`config.mk`:
```
export PLATFORM = sky130hd
export DESIGN_NAME = utf8_stream_decoder_core
export DESIGN_NICKNAME = d
export VERILOG_FILES = /design/src/u8d_pkg.sv /design/src/u8d_queue.sv /design/src/u8d_front.sv /design/src/u8d_back.sv /design/src/utf8_stream_decoder_core.sv
export SDC_FILE = /design/constraint.sdc
export NUM_CORES = 1
export LEC_CHECK = 0
export ABC_AREA = 1
export BUFFER_PORTS_ARGS = -buffer_cell sky130_fd_sc_hd__buf_2
export CORE_MARGIN = 2
export CORE_UTILIZATION = 53
export CTS_CLUSTER_DIAMETER = 40
export DETAILED_ROUTE_END_ITERATION = 8
export GPL_ROUTABILITY_DRIVEN = 1
export PLACE_DENSITY_LB_ADDON = 0.08
export SKIP_CTS_REPAIR_TIMING = 1
export SYNTH_ARGS = -nofsm -noshare
export SYNTH_HDL_FRONTEND = slang
export SYNTH_HIERARCHICAL = 1
export SYNTH_SLANG_ARGS = --single-unit
```
`constraint.sdc`:
```
create_clock -name i_clk -period 2.9 [get_ports i_clk]
set_input_delay 0 -clock i_clk [delete_from_list [all_inputs] [get_ports i_clk]]
set_output_delay 0 -clock i_clk [all_outputs]
set_load 0.01 [all_outputs]
```
`src/u8d_pkg.sv`:
```
// Shared types and constants for the UTF-8 stream decoder.
package u8d_pkg;

    // Largest legal code point and the surrogate window.
    localparam logic [20:0] CP_MAX    = 21'h10FFFF;
    localparam logic [20:0] SURR_BASE = 21'h00D800;
    localparam logic [20:0] SURR_LAST = 21'h00DFFF;

    // Byte classes found by the front end.
    typedef enum logic [2:0] {
        K_ASCII   = 3'd0,
        K_LEAD2   = 3'd1,
        K_LEAD3   = 3'd2,
        K_LEAD4   = 3'd3,
        K_CONT    = 3'd4,
        K_INVALID = 3'd5
    } t_kind;

    // Result status codes.
    typedef enum logic [2:0] {
        ST_OK       = 3'd0,
        ST_BAD_LEAD = 3'd1,
        ST_BAD_CONT = 3'd2,
        ST_RANGE    = 3'd3,
        ST_SURR     = 3'd4,
        ST_TRUNC    = 3'd5
    } t_status;

    // One classified byte: its class, its payload bits (masked) and the end flag.
    typedef struct packed {
        t_kind      kind;
        logic [6:0] bits;
        logic       last;
    } t_item;

    // One result request.
    typedef struct packed {
        logic [20:0] code_point;
        t_status     status;
        logic        end_of_string;
    } t_result;

endpackage

```
`src/u8d_queue.sv`:
```
// Small register-based first-in first-out queue.
module u8d_queue #(
    parameter int WIDTH = 8,
    parameter int DEPTH = 2
) (
    input  logic             i_clk,
    input  logic             i_rst_n,
    input  logic             i_push,
    input  logic [WIDTH-1:0] i_wdata,
    input  logic             i_pop,
    output logic [WIDTH-1:0] o_rdata,
    output logic             o_full,
    output logic             o_empty
);

    localparam int PTR_W = (DEPTH > 1) ? $clog2(DEPTH) : 1;
    localparam int CNT_W = $clog2(DEPTH + 1);

    logic [WIDTH-1:0] r_mem [DEPTH];
    logic [PTR_W-1:0] r_wr_ptr, n_wr_ptr;
    logic [PTR_W-1:0] r_rd_ptr, n_rd_ptr;
    logic [CNT_W-1:0] r_count, n_count;

    // Pointer advance with wrap at the queue depth.
    assign n_wr_ptr = (r_wr_ptr == PTR_W'(DEPTH - 1)) ? '0 : r_wr_ptr + 1'b1;
    assign n_rd_ptr = (r_rd_ptr == PTR_W'(DEPTH - 1)) ? '0 : r_rd_ptr + 1'b1;

    // Occupancy follows pushes and pops.
    always_comb begin
        n_count = r_count;
        if (i_push && !i_pop) begin
            n_count = r_count + 1'b1;
        end else if (!i_push && i_pop) begin
            n_count = r_count - 1'b1;
        end
    end

    // Control state.
    always_ff @(posedge i_clk) begin
        if (!i_rst_n) begin
            r_wr_ptr <= '0;
            r_rd_ptr <= '0;
            r_count  <= '0;
        end else begin
            if (i_push) begin
                r_wr_ptr <= n_wr_ptr;
            end
            if (i_pop) begin
                r_rd_ptr <= n_rd_ptr;
            end
            r_count <= n_count;
        end
    end

    // Storage needs no reset.
    always_ff @(posedge i_clk) begin
        if (i_push) begin
            r_mem[r_wr_ptr] <= i_wdata;
        end
    end

    assign o_rdata = r_mem[r_rd_ptr];
    assign o_full  = (r_count == CNT_W'(DEPTH));
    assign o_empty = (r_count == '0);

endmodule

```
`src/u8d_front.sv`:
```
// Front end: accepts bytes, classifies them and queues them for the back end.
module u8d_front
    import u8d_pkg::*;
#(
    parameter int Q_DEPTH = 2
) (
    input  logic       i_clk,
    input  logic       i_rst_n,
    input  logic       i_push,
    input  logic [7:0] i_data_byte,
    input  logic       i_last_byte,
    output logic       o_full,
    output t_item      o_item,
    output logic       o_valid,
    input  logic       i_take
);

    t_item w_cls;
    logic  w_empty;
    logic  w_full;

    // Classify the byte and keep only the payload bits of its class.
    always_comb begin
        w_cls.last = i_last_byte;
        priority if (i_data_byte[7] == 1'b0) begin
            w_cls.kind = K_ASCII;
            w_cls.bits = i_data_byte[6:0];
        end else if (i_data_byte[6] == 1'b0) begin
            w_cls.kind = K_CONT;
            w_cls.bits = {1'b0, i_data_byte[5:0]};
        end else if (i_data_byte[5] == 1'b0) begin
            w_cls.kind = K_LEAD2;
            w_cls.bits = {2'b0, i_data_byte[4:0]};
        end else if (i_data_byte[4] == 1'b0) begin
            w_cls.kind = K_LEAD3;
            w_cls.bits = {3'b0, i_data_byte[3:0]};
        end else if (i_data_byte[3] == 1'b0) begin
            w_cls.kind = K_LEAD4;
            w_cls.bits = {4'b0, i_data_byte[2:0]};
        end else begin
            w_cls.kind = K_INVALID;
            w_cls.bits = '0;
        end
    end

    // Queue between the front and back ends.
    u8d_queue #(
        .WIDTH ($bits(t_item)),
        .DEPTH (Q_DEPTH)
    ) u_queue (
        .i_clk   (i_clk),
        .i_rst_n (i_rst_n),
        .i_push  (i_push && !w_full),
        .i_wdata (w_cls),
        .i_pop   (i_take),
        .o_rdata (o_item),
        .o_full  (w_full),
        .o_empty (w_empty)
    );

    assign o_full  = w_full;
    assign o_valid = !w_empty;

endmodule

```
`src/u8d_back.sv`:
```
// Back end: assembles code points, checks them and queues the results.
module u8d_back
    import u8d_pkg::*;
#(
    parameter int OUT_DEPTH = 2
) (
    input  logic        i_clk,
    input  logic        i_rst_n,
    input  logic        i_cesu_mode,
    input  t_item       i_item,
    input  logic        i_valid,
    output logic        o_take,
    input  logic        i_pop,
    output t_result     o_result,
    output logic        o_empty
);

    logic [20:0] r_acc, n_acc;
    logic [1:0]  r_rem, n_rem;
    logic        r_disc, n_disc;

    logic        w_out_full;
    logic        w_out_empty;
    logic        w_out_pop;
    logic        w_take;
    logic        w_res_valid;
    t_result     w_res;
    logic [20:0] w_cont_acc;
    logic [1:0]  w_cont_rem;

    assign w_out_pop = i_pop && !w_out_empty;
    // An item is taken when the result queue has room, counting a pop this cycle.
    assign w_take    = i_valid && (!w_out_full || w_out_pop);
    assign o_take    = w_take;

    // Continuation step: shift in six more bits.
    assign w_cont_acc = {r_acc[14:0], i_item.bits[5:0]};
    assign w_cont_rem = r_rem - 1'b1;

    // Sequence state and result selection.
    always_comb begin
        n_acc       = r_acc;
        n_rem       = r_rem;
        n_disc      = r_disc;
        w_res_valid = 1'b0;
        w_res       = '{code_point: '0, status: ST_OK, end_of_string: i_item.last};
        if (w_take) begin
            if (r_disc) begin
                if (i_item.last) begin
                    n_disc = 1'b0;
                    n_acc  = '0;
                    n_rem  = '0;
                end
            end else if (r_rem == 2'd0) begin
                unique case (i_item.kind)
                    K_ASCII: begin
                        w_res_valid      = 1'b1;
                        w_res.code_point = {14'b0, i_item.bits};
                    end
                    K_LEAD2, K_LEAD3, K_LEAD4: begin
                        if (i_item.last) begin
                            w_res_valid  = 1'b1;
                            w_res.status = ST_TRUNC;
                        end else begin
                            n_acc = {14'b0, i_item.bits};
                            n_rem = (i_item.kind == K_LEAD2) ? 2'd1 :
                                    (i_item.kind == K_LEAD3) ? 2'd2 : 2'd3;
                        end
                    end
                    default: begin
                        w_res_valid  = 1'b1;
                        w_res.status = ST_BAD_LEAD;
                    end
                endcase
            end else if (i_item.kind != K_CONT) begin
                w_res_valid  = 1'b1;
                w_res.status = ST_BAD_CONT;
            end else if (w_cont_rem != 2'd0) begin
                if (i_item.last) begin
                    w_res_valid  = 1'b1;
                    w_res.status = ST_TRUNC;
                end else begin
                    n_acc = w_cont_acc;
                    n_rem = w_cont_rem;
                end
            end else begin
                w_res_valid = 1'b1;
                priority if (w_cont_acc > CP_MAX) begin
                    w_res.status = ST_RANGE;
                end else if (!i_cesu_mode && w_cont_acc >= SURR_BASE
                             && w_cont_acc <= SURR_LAST) begin
                    w_res.status = ST_SURR;
                end else begin
                    w_res.code_point = w_cont_acc;
                end
            end
        end
        // Every result ends the sequence; an early error drops the rest of the string.
        if (w_res_valid) begin
            n_acc  = '0;
            n_rem  = '0;
            n_disc = (w_res.status != ST_OK) && !i_item.last;
        end
    end

    always_ff @(posedge i_clk) begin
        if (!i_rst_n) begin
            r_acc  <= '0;
            r_rem  <= '0;
            r_disc <= 1'b0;
        end else begin
            r_acc  <= n_acc;
            r_rem  <= n_rem;
            r_disc <= n_disc;
        end
    end

    // Result queue facing the consumer.
    u8d_queue #(
        .WIDTH ($bits(t_result)),
        .DEPTH (OUT_DEPTH)
    ) u_out_queue (
        .i_clk   (i_clk),
        .i_rst_n (i_rst_n),
        .i_push  (w_res_valid),
        .i_wdata (w_res),
        .i_pop   (w_out_pop),
        .o_rdata (o_result),
        .o_full  (w_out_full),
        .o_empty (w_out_empty)
    );

    assign o_empty = w_out_empty;

endmodule

```
`src/utf8_stream_decoder_core.sv`:
```
// UTF-8 stream decoder top level: configuration register and front/back ends.
// Bytes go in through push/full and decoded code points come out through
// empty/pop, at a sustained rate of one byte per clock while the result
// queue has room. A byte is classified and written into the input queue at
// the edge where it is accepted; the back end takes the queue head when the
// result queue has room and writes its result there; the result queue head
// drives the outputs. Bytes that leave a sequence open give no result.
// Errors are reported as results with code point 0; after an error the rest
// of the string is dropped up to its last byte. Either queue lets its side
// stall on its own; when the result queue stays full the input queue fills
// and full rises. Write cesu_mode only while no request is in flight.
module utf8_stream_decoder_core
    import u8d_pkg::*;
#(
    parameter int Q_DEPTH   = 2,
    parameter int OUT_DEPTH = 2
) (
    input  logic        i_clk,
    input  logic        i_rst_n,
    input  logic        i_cfg_wr_en,
    input  logic        i_cfg_wr_data,
    input  logic        push,
    output logic        full,
    input  logic [7:0]  i_data_byte,
    input  logic        i_last_byte,
    output logic        empty,
    input  logic        pop,
    output logic [20:0] o_code_point,
    output logic [2:0]  o_status,
    output logic        o_end_of_string
);

    logic    r_cesu_mode;
    t_item   w_item;
    logic    w_valid;
    logic    w_take;
    t_result w_result;

    // Configuration register.
    always_ff @(posedge i_clk) begin
        if (!i_rst_n) begin
            r_cesu_mode <= 1'b0;
        end else if (i_cfg_wr_en) begin
            r_cesu_mode <= i_cfg_wr_data;
        end
    end

    // Byte classification and input queue.
    u8d_front #(
        .Q_DEPTH (Q_DEPTH)
    ) u_front (
        .i_clk       (i_clk),
        .i_rst_n     (i_rst_n),
        .i_push      (push),
        .i_data_byte (i_data_byte),
        .i_last_byte (i_last_byte),
        .o_full      (full),
        .o_item      (w_item),
        .o_valid     (w_valid),
        .i_take      (w_take)
    );

    // Sequence assembly, checks and result queue.
    u8d_back #(
        .OUT_DEPTH (OUT_DEPTH)
    ) u_back (
        .i_clk       (i_clk),
        .i_rst_n     (i_rst_n),
        .i_cesu_mode (r_cesu_mode),
        .i_item      (w_item),
        .i_valid     (w_valid),
        .o_take      (w_take),
        .i_pop       (pop),
        .o_result    (w_result),
        .o_empty     (empty)
    );

    assign o_code_point    = w_result.code_point;
    assign o_status        = w_result.status;
    assign o_end_of_string = w_result.end_of_string;

endmodule

```
Word level (Yosys, flattened, before mapping)
Memories as Yosys holds them, arrays and structs flattened. A register that Yosys moved wholly into a read port is not among the register bits. Cells that the tools add are included.

$add $sub $neg: 9. $lt $le $gt $ge: 3. Equal/unequal tests: 10. Muxes and demuxes: 64. Bitwise logic cells: 1. Reduce and logical (&&, ||, !) cells: 34.

Operators by type and width (count): two-way mux 15 bit (8); two-way mux 21 bit (4); two-way mux 24 bit (3); two-way mux 10 bit (5); two-way mux 2 bit (13); two-way mux 1 bit (24); greater-or-equal comparator 21 x 16 -> 1 bit (second input constant) (1); > comparator 21 bit (second input constant) (1); less-or-equal comparator 21 x 16 -> 1 bit (second input constant) (1); two-way mux 3 bit (5); logical AND 1 bit (10); logical NOT 1 bit (10); nonzero test 2 bit (4); two-way mux 7 bit (1); == test 3 x 2 -> 1 bit (second input constant) (2); logical NOT 2 bit (3); one-hot mux 3 bit (2 select lines) (1); AND reduction 6 bit (1); nonzero test 3 bit (2); subtractor 2 x 1 -> 2 bit (second input constant) (3); adder 1 bit (second input constant) (4); adder 2 x 1 -> 2 bit (second input constant) (2); == test 2 bit (second input constant) (2); == test 3 x 1 -> 1 bit (second input constant) (1); other kinds (10) (10).

Bits in registers: 27. Memory bits (writable): 72. Input bits: 15. Output and inout bits: 27. Logic and storage cells: 133. Memories: 2.

Memory list: u_back.u_out_queue.r_mem (depth 2, bits a word 25, rd ports 1, clocked after memory_dff 1, wr ports 1, RTL line u8d_queue.sv:19) `logic [WIDTH-1:0] r_mem [DEPTH];`; u_front.u_queue.r_mem (depth 2, bits a word 11, rd ports 1, clocked after memory_dff 1, wr ports 1, RTL line u8d_queue.sv:19).

Longest topological paths before layout
Depth after elaboration: 13. Gate-level depth with buffers: 15. Depth with buffers taken out: 14.

Hierarchy
The synthesis kept the hierarchy.

Modules (own cells, without submodules): u8d_queue (u_back.u_out_queue) (instances 1, cells an instance 113, area each 2137.0 sq um, seq. area each 1601.5 sq um); u8d_back (instances 1, cells an instance 244, area each 1377.6 sq um, seq. area each 360.3 sq um); u8d_queue (u_front.u_queue) (instances 1, cells an instance 69, area each 1063.5 sq um, seq. area each 760.7 sq um); u8d_front (instances 1, cells an instance 26, area each 117.6 sq um, seq. area each 0.0 sq um); utf8_stream_decoder_core (instances 1, cells an instance 6, area each 41.3 sq um, seq. area each 20.0 sq um).

Worst setup path before layout
No wires, ideal clock.

Kind: flip-flop to flip-flop. Start point: register (tool-made name). End point: memory u_back/u_out_queue/r_mem[0][0] in the netlist's numbering (enable). Setup time: 407 ps. Arrival time: 2577 ps. Required time: 2493 ps. Setup slack: -84 ps. Stages on the path, launching flop included: 10. Buffers on the path: 1. Period minus slack after synthesis: 2984 ps. Path through: dfxtp_1 > buf_6 > mux2_4 > nor2_2 > nor2_1 > nor2_2 > nor2_1 > a21oi_2 > inv_1 > nor2_1.

RTL lines (RTL line): end: declaration (u8d_queue.sv:19).

==> metrics.md <==
| Metric | Value |
|---|---|
| Status | `complete, no violations` |
| PD cells | `approximately 1100 nW/um^2` |
| Overall routing resource usage | `0.180` |
| CTS tree | `built` |
| I/O pins | `42` |
| WL final | `about 8 mm` |
| Post-synthesis sequential area ratio | `0.579` |
| CP arrival | `2.44 ns` |
| Total overflow reported by the global router | `0` |
| Core ar. | `8680 sq um` |
| Reg-to-reg critical path endpoint | `u_back/u_out_queue/r_mem[1][6]` |
| Share of cells above drive strength 1 | `0.238` |
| RSZ-0062 raised after global routing | `false` |
| Ordered list of cells on the worst path | `mux2_4, nor2_2, nor2_1, nor2_2, nor2_1, a21oi_2, nand2_1, inv_1, buf_4` |
| Most frequent cells in the layout | `nand2_1 (95), edfxtp_1 (72), nor2_1 (63)` |
| Final TNS setup | `0 ns` |
| CP Data Required Time | `2.94 ns` |
| Initial antenna violation count | `0` |
| TritonCTS Buffers | `9` |
| ANT nets after route | `0` |
| Vias in the first global route | `2980` |
| Synth Register Bits | `101` |
| Nets | `between 500 and 600` |
| Cells on worst reg2reg path | `9` |
| Post-Syn Area | `4740 sq um` |
| Pin count of the biggest net entering global routing | `26` |
| Vias | `3088` |
| Clock H-tree levels | `3` |
| Row count | `34` |
| Worst Skew | `0.0117 ns` |
| Layout area overhead | `12.4%` |
| Syn avg cell area | `10.3 sq um` |
| Post-synth EDFFs | `72` |
| Post-placement worst setup slack | `0.486 ns` |
| WL/cell | `about 13 um` |
| Flop2flop setup slack | `0.50 ns` |
| CTS Root Cell | `clkbuf_8` |
| Final WS setup | `0.498 ns` |
| Max Cap Viol | `0` |
| Yosys top cell by area | `edfxtp_1` |
| Die area | `9710 sq um` |
| DRT Pass-1 Iters | `4` |
| Post-synth cell types | `31` |
| Final worst path period share | `0.828` |
| Mapped Nets | `about 480` |
| Nature of the critical path endpoint | `flip-flop` |
| Fin crit period | `2.40 ns` |
| # setup viols final | `0` |
| Mean number of vias per cell | `4.90` |
| Worst hold margin | `0.00727 ns` |
| Clock sinks | `just over 100` |
| Max Freq | `0.416 GHz` |
| Synth Flop Type | `edfxtp_1` |
| Die Ht | `between 90 and 100 um` |
| Detailed placement HPWL | `5.77 mm` |
| Die width | `98.5 um` |
| Final Hold Fails | `0` |
| Max FO, Critical Path | `25` |
| Asr flop ratio synth | `0` |
| Peak VDD IR | `429 uV` |
| Remaining DRCs | `0` |
| Iteration-0 DRC Markers | `161` |
| Most common cell after layout, fill and taps aside | `nand2_1` |
| CP peak stage delay | `0.51 ns` |
| Worst setup SP type | `flip-flop` |
| Max clock buf depth | `2` |
| CP max stage cell | `dfxtp_1` |
| Ant diodes | `0` |
| Top-area cell type share of the netlist area | `0.456` |
| Critical path class | `flip-flop to flip-flop` |
| Syn. warnings | `6` |
| Initial Utilization | `0.546` |
| Final Max Tran Viols | `0` |
| Clock transition at path regs | `0.10 ns` |
| Worst-Skew Late Latency | `0.37 ns` |
| Synth top area cells | `edfxtp_1 (46%), dfxtp_1 (12%), mux2_4 (9.5%)` |
| Worst-Margin Slew | `~0.52 ns` |
| Hold WC Path Type | `primary input to flip-flop` |
| GPL Wtd Cong | `roughly 0.8` |
| Setup crit end | `u_back/u_out_queue/r_mem[1][6]` |
| First-pass GRT wire length | `13.8 mm` |
| Mapped Cells | `458` |
| Slew headroom | `0.652` |
| # port buffers | `41` |
| Leak | `0.00223 uW` |
layer usage:
metal	global-route usage	routed length, um	up-vias	part of all wire
met4	0.0738	136	0	0.017
li1	-	-	1627	-
met2	0.279	3650	55	0.45
met5	0	0	-	0
met3	0.0390	295	14	0.037
met1	0.249	3980	1392	0.49
sequential cells by signal, indices dropped and copies added, names as in the netlist, named ones only:
register                     cells
u_back/u_out_queue/r_mem        50
u_front/u_queue/r_mem           22
u_back/r_acc                    15
u_back/r_rem                     2
u_back/u_out_queue/r_count       2
u_front/u_queue/r_count          2
r_cesu_mode                      1
u_back/r_disc                    1
u_back/u_out_queue/r_rd_ptr      1
u_back/u_out_queue/r_wr_ptr      1
u_front/u_queue/r_rd_ptr         1
u_front/u_queue/r_wr_ptr         1
layout make-up:
class                           instances  area [sq um]
Fill cell                             736          3360
Sequential cell                       101          2740
Multi-Input combinational cell        285          1660
Timing Repair Buffer                   59           368
Inverter                               61           229
Tap cell                              108           135
Clock buffer                            9           124
Clock inverter                          7          63.8
synth_stat cells, types with 2 or more instances:
cell type	count
a211oi_4	2
a21oi_1	10
buf_12	2
buf_2	3
buf_4	2
buf_6	3
dfxtp_1	29
edfxtp_1	72
ha_1	2
inv_1	56
inv_2	5
mux2_2	6
mux2_4	30
nand2_1	95
nand2_2	3
nand2_4	2
nand3_1	28
nand4_1	4
nor2_1	64
nor2_2	7
nor3_1	16
o21ai_0	8
per-stage QoR:
step                area [sq um]  instances  total power [uW]  utilization
floorplan                   4740        458              4350            -
global placement            5020        603              4930        0.579
detailed placement          5020        603              4960        0.579
CTS                         5210        619              5800        0.601
global route                5320        630              6250        0.613
finish                      5320        630              5750        0.613
cells by family after synthesis:
| kind of cell | after synthesis | share of synthesized area |
|---|---|---|
| AO/OA/AOI/OAI | 24 | 0.0333 |
| adder cells (fa/ha/maj) | 2 | 0.00528 |
| multiplexers | 36 | 0.109 |
| flip-flops | 101 | 0.579 |
| AND/OR/NAND/NOR | 223 | 0.202 |
| buffers and inverters | 72 | 0.0710 |
critical path: cells and delay by family (launching register included):
| kind | cells | cell delay (ns) |
|---|---|---|
| and+or+nand+nor | 5 | 0.55 |
| buffers and inverters | 2 | 0.38 |
| DFF | 1 | 0.51 |
| AOI/OAI and AO/OA | 1 | 0.26 |
| muxes | 1 | 0.35 |
worst min-delay path by stage:
| stage | startpoint | to | cells past startpoint |
|---|---|---|---|
| 6_report | i_data_byte[6] | u_front/u_queue/r_mem[0][7] | 3 |
| 3_5_place_dp | i_last_byte | u_front/u_queue/r_mem[0][0] | 1 |
| 3_3_place_gp | i_last_byte | u_front/u_queue/r_mem[0][0] | 1 |
| 4_1_cts | i_last_byte | u_front/u_queue/r_mem[1][0] | 1 |
| 5_1_grt | i_data_byte[6] | u_front/u_queue/r_mem[0][7] | 3 |
| 2_1_floorplan | i_last_byte | u_front/u_queue/r_mem[0][0] | 0 |
report_power, final:
group	leakage (uW)	total, uW	internal, uW	switching [uW]
clock network	0.0000903	841	331	510
logic	0.00121	2640	1040	1590
registers	0.000922	2280	2100	179
No activity file was read; power rests on OpenSTA's default activity.
